<file path="src/hw/rtl/rct_pkg.sv">
package rct_pkg;

   // Command codes carried by the req_kind field.
   localparam logic [2:0] KIND_REGISTER      = 3'd0;
   localparam logic [2:0] KIND_REF_INSERT    = 3'd1;
   localparam logic [2:0] KIND_REF_EXISTING  = 3'd2;
   localparam logic [2:0] KIND_RELEASE       = 3'd3;
   localparam logic [2:0] KIND_COLLECT       = 3'd4;
   localparam logic [2:0] KIND_CLEAR         = 3'd5;

   // Result status codes.
   localparam logic [1:0] STATUS_OK          = 2'd0;
   localparam logic [1:0] STATUS_NOT_FOUND   = 2'd1;
   localparam logic [1:0] STATUS_FULL        = 2'd2;
   localparam logic [1:0] STATUS_PRESENT     = 2'd3;

   // A collect frees at most this many entries.
   localparam int MAX_RESULTS = 32;
   localparam int EMIT_W      = $clog2(MAX_RESULTS + 1);

   typedef struct packed {
      logic [31:0]        key;
      logic [31:0]        handle;
      logic [7:0]         routine;
      logic signed [15:0] count;
   } entry_type;

   typedef enum logic {
      CNT_INC = 1'b0,
      CNT_DEC = 1'b1
   } cnt_op_type;

   typedef struct packed {
      cnt_op_type         op;
      logic signed [15:0] value;
   } cnt_req_type;

   typedef struct packed {
      logic signed [15:0] sum;
      logic               sum_lt1;
      logic               value_lt1;
   } cnt_rsp_type;

endpackage

</file>
<file path="src/hw/rtl/rct_ram.sv">
module rct_ram #(
   parameter int WIDTH = 8,
   parameter int DEPTH = 32
) (
   input  logic                     clock,
   input  logic                     wr_en,
   input  logic [$clog2(DEPTH)-1:0] wr_addr,
   input  logic [WIDTH-1:0]         wr_data,
   input  logic                     rd_en,
   input  logic [$clog2(DEPTH)-1:0] rd_addr,
   output logic [WIDTH-1:0]         rd_data
);

   logic [WIDTH-1:0] mem_ff [DEPTH];
   logic [WIDTH-1:0] rd_data_ff;

   always_ff @(posedge clock) begin
      if (wr_en) begin
         mem_ff[wr_addr] <= wr_data;
      end
      if (rd_en) begin
         rd_data_ff <= mem_ff[rd_addr];
      end
   end

   assign rd_data = rd_data_ff;

endmodule

</file>
<file path="src/hw/rtl/rct_cnt.sv">
module rct_cnt import rct_pkg::*; (
   input  cnt_req_type req,
   output cnt_rsp_type rsp
);

   always_comb begin
      rsp.value_lt1 = (req.value < 16'sd1);
      unique case (req.op)
         CNT_INC: begin
            if (req.value == 16'sh7fff) begin
               rsp.sum = req.value;
            end else begin
               rsp.sum = req.value + 16'sd1;
            end
         end
         CNT_DEC: begin
            if (req.value == -16'sh8000) begin
               rsp.sum = req.value;
            end else begin
               rsp.sum = req.value - 16'sd1;
            end
         end
         default: begin
            rsp.sum = req.value;
         end
      endcase
      rsp.sum_lt1 = (rsp.sum < 16'sd1);
   end

endmodule

</file>
<file path="src/hw/rtl/reference_count_table_top.sv">
// Reference counting table with sweep.
//
// Commands arrive on the req_ channel (valid/stall); each accepted item produces
// one or more result items on the rsp_ channel, the final one marked by rsp_last.
// Register, reference, reference-existing and release walk every table slot once
// to find the key and the lowest free slot: one slot per cycle through the entry
// memory's read port. ACT then applies the command and DONE moves the result
// into the output register, where it is presented; the block returns to idle
// as it does so, ready to take the next item.
// Collect walks the slots the same way, one result item per freed entry; clear
// and unknown kinds go straight to DONE, clear also emptying the table.
// The block works on one item at a time; req_stall is high while an item is in
// progress. A finished result sits in an output register, so the next item can be
// accepted while that result still waits to be taken.
// When the receiver holds rsp_stall high, the output register keeps its item and a
// collect sweep that finds another freed entry pauses in place until the pending result can move on.
// The collect_mode register is written on the csr_ channel, which is always ready;
// it must only be written while the block is idle.
// Reset empties the table and sets collect_mode to 1 (free entries on release).
// No clearing pass is needed: per-slot valid bits live in flip-flops.
module reference_count_table_top import rct_pkg::*; #(
   parameter int TABLE_DEPTH = 32
) (
   input  logic        clock,
   input  logic        reset,

   input  logic        req_valid,
   output logic        req_stall,
   input  logic [2:0]  req_kind,
   input  logic [31:0] req_key,
   input  logic [31:0] req_handle,
   input  logic [7:0]  req_routine,

   output logic        rsp_valid,
   input  logic        rsp_stall,
   output logic [1:0]  rsp_status,
   output logic        rsp_freed,
   output logic [31:0] rsp_freed_key,
   output logic [31:0] rsp_freed_handle,
   output logic [7:0]  rsp_freed_routine,
   output logic        rsp_last,

   input  logic        csr_valid,
   output logic        csr_ready,
   input  logic        csr_collect_mode
);

   localparam int IDX_W  = $clog2(TABLE_DEPTH);
   localparam int SCAN_W = $clog2(TABLE_DEPTH + 1);
   localparam logic [SCAN_W-1:0] SCAN_END = SCAN_W'(TABLE_DEPTH);
   localparam logic [IDX_W-1:0]  LAST_IDX = IDX_W'(TABLE_DEPTH - 1);
   localparam logic [EMIT_W-1:0] EMIT_MAX = EMIT_W'(MAX_RESULTS);

   // Sequencer states. SCAN looks up a key, ACT applies the command, SWEEP runs a
   // collect, and DONE hands the final result to the output register.
   typedef enum logic [4:0] {
      ST_IDLE  = 5'b00001,
      ST_SCAN  = 5'b00010,
      ST_ACT   = 5'b00100,
      ST_SWEEP = 5'b01000,
      ST_DONE  = 5'b10000
   } state_type;

   state_type state_ff, state_in;

   // Latched command.
   logic [2:0]  kind_ff, kind_in;
   logic [31:0] key_ff, key_in;
   logic [31:0] handle_ff, handle_in;
   logic [7:0]  routine_ff, routine_in;

   logic mode_ff, mode_in;
   logic [TABLE_DEPTH-1:0] valid_ff, valid_in;

   // Slot walk: scan_ff is the next address to read, cmp_* is the slot whose
   // memory data is visible this cycle.
   logic [SCAN_W-1:0] scan_ff, scan_in;
   logic              cmp_vld_ff, cmp_vld_in;
   logic [IDX_W-1:0]  cmp_idx_ff, cmp_idx_in;

   // Lookup results.
   logic              found_ff, found_in;
   logic [IDX_W-1:0]  match_idx_ff, match_idx_in;
   entry_type         match_ff, match_in;
   logic              free_found_ff, free_found_in;
   logic [IDX_W-1:0]  free_idx_ff, free_idx_in;

   logic [EMIT_W-1:0] emit_ff, emit_in;

   // Pending result. During a sweep it holds the most recently freed entry, which
   // cannot go out until it is known whether another one follows it.
   logic [1:0]  res_status_ff, res_status_in;
   logic        res_freed_ff, res_freed_in;
   logic [31:0] res_key_ff, res_key_in;
   logic [31:0] res_handle_ff, res_handle_in;
   logic [7:0]  res_routine_ff, res_routine_in;

   // Output register.
   logic        rsp_valid_ff, rsp_valid_in;
   logic [1:0]  rsp_status_ff, rsp_status_in;
   logic        rsp_freed_ff, rsp_freed_in;
   logic [31:0] rsp_key_ff, rsp_key_in;
   logic [31:0] rsp_handle_ff, rsp_handle_in;
   logic [7:0]  rsp_routine_ff, rsp_routine_in;
   logic        rsp_last_ff, rsp_last_in;

   // Memory and count unit hookup.
   logic             rd_en, wr_en;
   logic [IDX_W-1:0] rd_addr, wr_addr;
   entry_type        rd_data, wr_data;
   cnt_req_type      cnt_req;
   cnt_rsp_type      cnt_rsp;

   logic out_free, issue, cand, hold;

   rct_ram #(
      .WIDTH ($bits(entry_type)),
      .DEPTH (TABLE_DEPTH)
   ) u_ram (
      .clock   (clock),
      .wr_en   (wr_en),
      .wr_addr (wr_addr),
      .wr_data (wr_data),
      .rd_en   (rd_en),
      .rd_addr (rd_addr),
      .rd_data (rd_data)
   );

   rct_cnt u_cnt (
      .req (cnt_req),
      .rsp (cnt_rsp)
   );

   always_comb begin
      state_in       = state_ff;
      kind_in        = kind_ff;
      key_in         = key_ff;
      handle_in      = handle_ff;
      routine_in     = routine_ff;
      mode_in        = mode_ff;
      valid_in       = valid_ff;
      scan_in        = scan_ff;
      cmp_vld_in     = cmp_vld_ff;
      cmp_idx_in     = cmp_idx_ff;
      found_in       = found_ff;
      match_idx_in   = match_idx_ff;
      match_in       = match_ff;
      free_found_in  = free_found_ff;
      free_idx_in    = free_idx_ff;
      emit_in        = emit_ff;
      res_status_in  = res_status_ff;
      res_freed_in   = res_freed_ff;
      res_key_in     = res_key_ff;
      res_handle_in  = res_handle_ff;
      res_routine_in = res_routine_ff;
      rsp_valid_in   = rsp_valid_ff;
      rsp_status_in  = rsp_status_ff;
      rsp_freed_in   = rsp_freed_ff;
      rsp_key_in     = rsp_key_ff;
      rsp_handle_in  = rsp_handle_ff;
      rsp_routine_in = rsp_routine_ff;
      rsp_last_in    = rsp_last_ff;

      rd_en   = 1'b0;
      rd_addr = scan_ff[IDX_W-1:0];
      wr_en   = 1'b0;
      wr_addr = match_idx_ff;
      wr_data = match_ff;

      cnt_req.op    = CNT_INC;
      cnt_req.value = match_ff.count;

      if (csr_valid) begin
         mode_in = csr_collect_mode;
      end

      // The output register frees up when its item is taken.
      out_free = !rsp_valid_ff || !rsp_stall;
      if (rsp_valid_ff && !rsp_stall) begin
         rsp_valid_in = 1'b0;
      end

      issue = (scan_ff < SCAN_END);
      cand  = 1'b0;
      hold  = 1'b0;

      unique case (state_ff)
         ST_IDLE: begin
            if (req_valid) begin
               kind_in        = req_kind;
               key_in         = req_key;
               handle_in      = req_handle;
               routine_in     = req_routine;
               scan_in        = '0;
               cmp_vld_in     = 1'b0;
               found_in       = 1'b0;
               free_found_in  = 1'b0;
               emit_in        = '0;
               res_status_in  = STATUS_OK;
               res_freed_in   = 1'b0;
               res_key_in     = '0;
               res_handle_in  = '0;
               res_routine_in = '0;
               if (req_kind <= KIND_RELEASE) begin
                  state_in = ST_SCAN;
               end else if (req_kind == KIND_COLLECT) begin
                  state_in = ST_SWEEP;
               end else begin
                  if (req_kind == KIND_CLEAR) begin
                     valid_in = '0;
                  end
                  state_in = ST_DONE;
               end
            end
         end

         ST_SCAN: begin
            rd_en = issue;
            if (issue) begin
               scan_in = scan_ff + SCAN_W'(1);
            end
            cmp_vld_in = issue;
            cmp_idx_in = scan_ff[IDX_W-1:0];
            if (cmp_vld_ff) begin
               if (valid_ff[cmp_idx_ff] && (rd_data.key == key_ff) && !found_ff) begin
                  found_in     = 1'b1;
                  match_idx_in = cmp_idx_ff;
                  match_in     = rd_data;
               end
               if (!valid_ff[cmp_idx_ff] && !free_found_ff) begin
                  free_found_in = 1'b1;
                  free_idx_in   = cmp_idx_ff;
               end
               if (cmp_idx_ff == LAST_IDX) begin
                  state_in = ST_ACT;
               end
            end
         end

         ST_ACT: begin
            cnt_req.op = (kind_ff == KIND_RELEASE) ? CNT_DEC : CNT_INC;
            wr_data.count = cnt_rsp.sum;
            unique case (kind_ff)
               KIND_REGISTER, KIND_REF_INSERT: begin
                  if (found_ff) begin
                     if (kind_ff == KIND_REGISTER) begin
                        res_status_in = STATUS_PRESENT;
                     end else begin
                        wr_en = 1'b1;
                     end
                  end else if (free_found_ff) begin
                     wr_en           = 1'b1;
                     wr_addr         = free_idx_ff;
                     wr_data.key     = key_ff;
                     wr_data.handle  = handle_ff;
                     wr_data.routine = routine_ff;
                     wr_data.count   = (kind_ff == KIND_REGISTER) ? 16'sd0 : 16'sd1;
                     valid_in[free_idx_ff] = 1'b1;
                  end else begin
                     res_status_in = STATUS_FULL;
                  end
               end
               KIND_REF_EXISTING: begin
                  if (found_ff) begin
                     wr_en = 1'b1;
                  end else begin
                     res_status_in = STATUS_NOT_FOUND;
                  end
               end
               KIND_RELEASE: begin
                  if (found_ff) begin
                     wr_en = 1'b1;
                     if (mode_ff && cnt_rsp.sum_lt1) begin
                        valid_in[match_idx_ff] = 1'b0;
                        res_freed_in   = 1'b1;
                        res_key_in     = match_ff.key;
                        res_handle_in  = match_ff.handle;
                        res_routine_in = match_ff.routine;
                     end
                  end else begin
                     res_status_in = STATUS_NOT_FOUND;
                  end
               end
               default: begin
               end
            endcase
            state_in = ST_DONE;
         end

         ST_SWEEP: begin
            cnt_req.op    = CNT_DEC;
            cnt_req.value = rd_data.count;
            cand = cmp_vld_ff && valid_ff[cmp_idx_ff] && cnt_rsp.value_lt1 &&
                   (emit_ff < EMIT_MAX);
            // A new candidate pushes the previous one out; wait if the output
            // register is still occupied. The memory read data holds meanwhile.
            hold = cand && res_freed_ff && !out_free;
            if (!hold) begin
               rd_en = issue;
               if (issue) begin
                  scan_in = scan_ff + SCAN_W'(1);
               end
               cmp_vld_in = issue;
               cmp_idx_in = scan_ff[IDX_W-1:0];
               if (cand) begin
                  valid_in[cmp_idx_ff] = 1'b0;
                  if (res_freed_ff) begin
                     rsp_valid_in   = 1'b1;
                     rsp_status_in  = res_status_ff;
                     rsp_freed_in   = res_freed_ff;
                     rsp_key_in     = res_key_ff;
                     rsp_handle_in  = res_handle_ff;
                     rsp_routine_in = res_routine_ff;
                     rsp_last_in    = 1'b0;
                  end
                  res_status_in  = STATUS_OK;
                  res_freed_in   = 1'b1;
                  res_key_in     = rd_data.key;
                  res_handle_in  = rd_data.handle;
                  res_routine_in = rd_data.routine;
                  emit_in        = emit_ff + EMIT_W'(1);
               end
               if (cmp_vld_ff && (cmp_idx_ff == LAST_IDX)) begin
                  state_in = ST_DONE;
               end
            end
         end

         ST_DONE: begin
            if (out_free) begin
               rsp_valid_in   = 1'b1;
               rsp_status_in  = res_status_ff;
               rsp_freed_in   = res_freed_ff;
               rsp_key_in     = res_key_ff;
               rsp_handle_in  = res_handle_ff;
               rsp_routine_in = res_routine_ff;
               rsp_last_in    = 1'b1;
               state_in       = ST_IDLE;
            end
         end

         default: begin
            state_in = ST_IDLE;
         end
      endcase
   end

   always_ff @(posedge clock) begin
      if (reset) begin
         state_ff     <= ST_IDLE;
         mode_ff      <= 1'b1;
         valid_ff     <= '0;
         cmp_vld_ff   <= 1'b0;
         rsp_valid_ff <= 1'b0;
      end else begin
         state_ff     <= state_in;
         mode_ff      <= mode_in;
         valid_ff     <= valid_in;
         cmp_vld_ff   <= cmp_vld_in;
         rsp_valid_ff <= rsp_valid_in;
      end
   end

   always_ff @(posedge clock) begin
      kind_ff        <= kind_in;
      key_ff         <= key_in;
      handle_ff      <= handle_in;
      routine_ff     <= routine_in;
      scan_ff        <= scan_in;
      cmp_idx_ff     <= cmp_idx_in;
      found_ff       <= found_in;
      match_idx_ff   <= match_idx_in;
      match_ff       <= match_in;
      free_found_ff  <= free_found_in;
      free_idx_ff    <= free_idx_in;
      emit_ff        <= emit_in;
      res_status_ff  <= res_status_in;
      res_freed_ff   <= res_freed_in;
      res_key_ff     <= res_key_in;
      res_handle_ff  <= res_handle_in;
      res_routine_ff <= res_routine_in;
      rsp_status_ff  <= rsp_status_in;
      rsp_freed_ff   <= rsp_freed_in;
      rsp_key_ff     <= rsp_key_in;
      rsp_handle_ff  <= rsp_handle_in;
      rsp_routine_ff <= rsp_routine_in;
      rsp_last_ff    <= rsp_last_in;
   end

   assign req_stall         = (state_ff != ST_IDLE);
   assign csr_ready         = 1'b1;
   assign rsp_valid         = rsp_valid_ff;
   assign rsp_status        = rsp_status_ff;
   assign rsp_freed         = rsp_freed_ff;
   assign rsp_freed_key     = rsp_key_ff;
   assign rsp_freed_handle  = rsp_handle_ff;
   assign rsp_freed_routine = rsp_routine_ff;
   assign rsp_last          = rsp_last_ff;

endmodule
</file>
<file path="config.mk">
export PLATFORM = sky130hd
export DESIGN_NAME = reference_count_table_top
export DESIGN_NICKNAME = d
export VERILOG_FILES = /design/src/hw/rtl/rct_pkg.sv /design/src/hw/rtl/rct_ram.sv /design/src/hw/rtl/rct_cnt.sv /design/src/hw/rtl/reference_count_table_top.sv
export SDC_FILE = /design/constraint.sdc
export NUM_CORES = 2
export LEC_CHECK = 0
export BUFFER_PORTS_ARGS = -buffer_cell sky130_fd_sc_hd__buf_4
export CAP_MARGIN = 20
export CORE_MARGIN = 2
export CORE_UTILIZATION = 40
export CTS_CLUSTER_DIAMETER = 30
export DETAILED_ROUTE_END_ITERATION = 10
export PLACE_DENSITY_LB_ADDON = 0.3
export REMOVE_ABC_BUFFERS = 1
export SYNTH_ARGS = -nofsm -noshare
export SYNTH_HDL_FRONTEND = slang
export SYNTH_SLANG_ARGS = --single-unit
</file>
<file path="constraint.sdc">
create_clock -name clock -period 23.6 [get_ports clock]
set_input_delay 2.36 -clock clock [delete_from_list [all_inputs] [get_ports clock]]
set_output_delay 2.36 -clock clock [all_outputs]
set_load 0.005 [all_outputs]
</file>
# == Word-level counts from Yosys, hierarchy flattened ==
# Memory sizes are Yosys's and may differ from the RTL's. A register that Yosys moved wholly into a read port is not among the register bits.
# Index checks and enable logic that the tools add are counted.
# Widths: inputs -> output; s select.
# op_classes
n_div,0
order_cmp,11
n_mux,143
shift,0
n_addsub,4
bitwise_logic,6
n_eq_ne,40
n_reduce_logical,43
multipliers,0
# ops
op,n
$mux 32,29
$mux 88,4
$pmux 32 s3,3
$pmux 32 s2,3
$mux 8,10
$mux 5,13
$and 32x32->32,2
$not 32->32,2
$mux 16,3
$mux 1,38
$eq 16x16->1 const B,2
$eq 32x32->1,1
$lt 16x2->1 const B,2
$ne 2x2->1 const B,16
$or 32x32->32,1
$pmux 16 s2,1
$mux 6,5
$pmux 5 s5,1
$pmux 8 s3,1
$mux 2,11
$lt 5x6->1 const B,3
$pmux 6 s3,1
$add 16x2->16 const B,1
$pmux 1 s2,8
41 further kinds,86
# totals
mem_bits_rw,2816
n_memories,1
elab_cells,279
rom_bits,0
regBits,383
latch_bits,0
# memory_table
memory,depth,word_bits,read_ports,rd_clocked_by_memory_dff,wr,line,source
u_ram.mem_ff,32,88,1,1,1,rct_ram.sv:14,logic [WIDTH-1:0] mem_ff [DEPTH];

# == Longest topological paths before layout ==
# depth
depth_word,11
depth_mapped,19
mapped_depth_nobuf,15

# == Hierarchy ==
# Synthesis repeated with hierarchy kept, for this count alone.
# hier_totals
cells_unflattened,6342
area_unflattened_um2,126565.1
# modules_own_cells
mod,cells_per_inst,n_inst,area_per_inst_um2
rct_ram,5145,1,109676.4
reference_count_table_top,1035,1,15845.2
rct_cnt,162,1,1043.5

# == Worst setup path after synthesis ==
# No wires, ideal clock.
# synth_timing
path_type,register to register
start,reg cmp_idx_ff[0]
end,reg found_ff (enable)
setup_slack_ps,11920
period_less_slack_ps,11680
stages_incl_launch_ff,8
setup_ps,336
arrival_time_ps,11344
cell_sequence,edfxtp_1 -> buf_2 -> mux4_2 -> o22ai_1 -> nor4_1 -> nand2_1 -> nor4_1 -> or2_2
# synth_between
elab_chain_cells,6
# synth_rtl
item,line,source
start: declaration,reference_count_table_top.sv:79,"logic [IDX_W-1:0] cmp_idx_ff, cmp_idx_in;"
start signal: assignment,reference_count_table_top.sv:370,cmp_idx_ff <= cmp_idx_in;
$bmux 1 s5,reference_count_table_top.sv:225,if (valid_ff[cmp_idx_ff] && (rd_data.key == key_ff) && !found_ff) begin
$mux 1 (not written as such),reference_count_table_top.sv:225,
$logic_and 1x1->1 (2 in a row),reference_count_table_top.sv:225,
$ne 2x2->1 (no line),n/a,
$reduce_and 4->1 (no line),n/a,
end signal: assignment,reference_count_table_top.sv:371,found_ff <= found_in;
end: declaration,reference_count_table_top.sv:82,"logic found_ff, found_in;"
# No other way between the ends. The select of a mux whose other input is x is not followed.
# A chain may end at the register's enable or synchronous reset.

# == Worst setup path after layout ==
# layout_timing
start,reg state_ff[4]
end,reg res_handle_ff[5] (enable)
# layout_between
elab_chain_cells,9
# layout_rtl
item,line,source
start: declaration,reference_count_table_top.sv:64,"state_type state_ff, state_in;"
start signal: assignment,reference_count_table_top.sv:356,state_ff <= state_in;
$eq 5x4->1,reference_count_table_top.sv:187,unique case (state_ff)
$mux 16,reference_count_table_top.sv:187,
"$sub 16x2->16, or another cell as far along",rct_cnt.sv:20,rsp.sum = req.value - 16'sd1;
"$mux 16, or another cell as far along",rct_cnt.sv:17,if (req.value == -16'sh8000) begin
$pmux 16 s2 / $logic_and 1x1->1 (equally long branches),"rct_cnt.sv:8, reference_count_table_top.sv:293",
$lt 16x2->1 / $logic_and 1x1->1 (equally long branches),"rct_cnt.sv:27, reference_count_table_top.sv:297",
"$logic_and 1x1->1, on equally long branches","reference_count_table_top.sv:273, reference_count_table_top.sv:297",
$ne 2x2->1 (no line),n/a,
$reduce_and 7->1 (no line) *,n/a,
end signal: assignment,reference_count_table_top.sv:380,res_handle_ff <= res_handle_in;
end: declaration,reference_count_table_top.sv:95,"logic [31:0] res_handle_ff, res_handle_in;"
# Every way passes the cells marked *; elsewhere a longest branch is shown, timed or not.

==> metrics <==
Clk pin slew, worst setup/hold paths=0.05 ns; CP Capture Type=flop; Clock Skew=0.0501 ns; clock root buffer=clkbuf_16; number of I/O pins=160; dpl ws=16.95 ns; Tightest Pin Transition=1.15 ns; grt total ovfl=0; kind of critical path=reg -> reg; Die X=565 µm; die area=0.319 mm²; Seq/Total Area, Yosys=78.2%; Worst R2R Setup Slack=16.94 ns; Initial DRT Pass Iterations=8; Post-Synthesis Cell Area=0.126 mm²; Post-synth EDFFs=3247; CTS buffer count=559; Flop pwr share=38.1%; initial antenna violation count=7; post-synth cell types=69; synth warn=0; RSZ-0062 raised after global routing=no; final hold vios=0; outcome=completed; final wirelength=340000 µm; worst min path class=reg -> reg; critical path capture point=res_handle_ff[5]; top post-synthesis cells by area=edfxtp_1 (78%), mux4_2 (16%), mux2_2 (1.4%), clkbuf_1 (0.65%), dfxtp_1 (0.64%); Synth-to-Final Area Change=20.8%; Post-CTS Hold Buffers=0; M1 GR Usage=30.9%; slew margin rel.=22.4%; gr usage total=21.1%; # clock sinks=3287; Crit Path Max Fanout=80; cell area after placement=0.133 mm²; Syn Area/Cell=23.6 µm²; maxcap violations=0; Initial DRC Count=8271; Net Sw Frac=24.3%; CTS tree=built; DRC viols=0; most frequent cell after synthesis=edfxtp_1; grt met2 use=32.8%; prevailing post-synth register cell=edfxtp_1; hold slack=0.411 ns; post-route ant nets=0; synthesized flop and latch total=3287; Achievable Freq=0.150 GHz; pin count of the biggest net entering global routing=122; Starting Density=40.2%; clock group share of total power=46.5%; worst skew pair latency=0.92 ns; Reg2Reg Depth=12; Top Usage Layer GRT=met2; worst path required time=24.13 ns; Startpoint Class=flop; Synth area leader=edfxtp_1; Post-CTS Setup Inserts=0; Int Power=13.2 mW; most frequent cells after synthesis=edfxtp_1 (3247), mux4_2 (888), clkbuf_1 (218), mux2_2 (161), nor2_1 (91); # rows=205; Finish-stage setup viols=0; total power=17.4 mW; wire per inst=32.3 µm; VDD IR max=0.0968 mV; Final Max Slew Viols=0; Async S/R FF share, synth=0%; htree depth=6; Syn Inst Count=5326; Die Y=565 µm; GPL Wtd Cong=0.890; P_leak=47.8 nW; first-pass GRT wire length=478000 µm; worst r2r src=state_ff[4]; DR vias/cell=5.92; top cell type's share of synthesized area=77.6%; vias in the first global route=63000; CP startpoint=state_ff[4]; DP HPWL=161000 µm; clk buf depth=4; M3 GR Usage=3.70%; core area=0.312 mm²; layout cells sized above 1=36.4%; final worst slack=16.94 ns; R2R Path End=res_handle_ff[5]; final instance area=0.152 mm²; number of port buffers=158; CTS resizes=0; final critical-path share of the clock period=28.2%; Power Dens Cells=115 mW/mm²; Comb pwr share=15.5%; nets=5995; WP data arrival=7.19 ns; fin crit period=6.66 ns; Net Switching=4.23 mW; vias post-DR=62200
==> critical path: stages (launching register included) <==
cell and delay, ns:
dfxtp_1 0.34, or3_1 0.61, nor2_4 0.89, buf_12 0.67, o21ai_0 0.35, o32ai_1 0.41
xor2_1 0.30, o2111ai_1 0.21, nor4_2 0.49, o21ai_2 0.15, o21ai_0 0.19, and2_4 0.76
buf_4 0.70
==> flip-flops by register name, summed over array words and instances, names as in the netlist, 6 cells and up <==
| signal | cells |
|---|---|
| valid_ff | 32 |
| rsp_freed_key | 32 |
| res_routine_ff | 8 |
| rsp_freed_handle | 32 |
| scan_ff | 6 |
| match_ff | 88 |
| rsp_freed_routine | 8 |
| handle_ff | 32 |
| res_handle_ff | 32 |
| key_ff | 32 |
| emit_ff | 6 |
| u_ram.rd_data | 88 |
| routine_ff | 8 |
| res_key_ff | 32 |
| u_ram.mem_ff | 2816 |
==> per-stage QoR <==
stage / instances / util (%) / TNS (ns)
2_1_floorplan: 5045 / - / -494.74
3_3_place_gp: 9476 / 42.4 / 0
3_5_place_dp: 9479 / 42.5 / 0
4_1_cts: 10500 / 48.6 / 0
5_1_grt: 10500 / 48.6 / 0
6_report: 10500 / 48.6 / 0
==> per-layer routing <==
metal | vias up | part of all wire [%]
li1 | 24400 | -
met1 | 33800 | 42
met2 | 3377 | 47
met3 | 549 | 8.9
met4 | 2 | 2.4
met5 | - | 0.0038
==> cell usage in the layout, fill, tap and decap left out, drive strengths merged, types with 28 or more instances in the layout <==
cell | netlist | final
a21oi | 52 | 52
a22o | 76 | 76
a311oi | 32 | 32
buf | 62 | 304
bufinv | 0 | 71
clkbuf | 219 | 615
clkinv | 0 | 233
clkinvlp | 0 | 53
dfxtp | 40 | 40
edfxtp | 3247 | 3247
inv | 13 | 63
mux2 | 161 | 161
mux4 | 888 | 888
nand2 | 45 | 45
nand3 | 28 | 28
nor2 | 91 | 91
o21ai | 90 | 90
xnor2 | 31 | 31
==> how the worst min path moves through the flow <==
| stage | cells after the start | startpoint | endpoint |
|---|---|---|---|
| 5_1_grt | 0 | res_key_ff[30] | rsp_freed_key[30] |
| 3_3_place_gp | 0 | res_key_ff[5] | rsp_freed_key[5] |
| 6_report | 0 | res_key_ff[30] | rsp_freed_key[30] |
| 2_1_floorplan | 0 | res_handle_ff[0] | rsp_freed_handle[0] |
| 4_1_cts | 0 | res_key_ff[31] | rsp_freed_key[31] |
| 3_5_place_dp | 0 | res_handle_ff[22] | rsp_freed_handle[22] |
==> area by class of cell <==
type	count	area (µm²)
tap	4140	5180
fill	24800	161000
multi-input combinational	1745	26600
clock buffer	615	14300
timing repair buffer	304	2690
antenna	1	2.50
sequential	3287	98300
clock inverter	407	4700
inverter	13	48.8
==> logic make-up after synthesis <==
logic type,synth area share (%)
AO/OA/AOI/OAI,1.73
XOR/XNOR,0.341
adder cells (fa/ha/maj),0.0398
buffers and inverters,0.907
flip-flops,78.2
multiplexers,17.5
other,0.00298
AND/OR/NAND/NOR,1.28
==> power by group through the flow <==
stage | registers (mW) | clock network [mW] | logic, mW
finish | 6.62 | 8.09 | 2.69
detailed placement | 6.73 | 0 | 2.73
floorplan | 7.15 | 0 | 3.88
CTS | 6.62 | 8.19 | 2.74
global placement | 6.73 | 0 | 2.72
global route | 6.63 | 8.46 | 2.86
No activity file was read; power rests on OpenSTA's default activity.
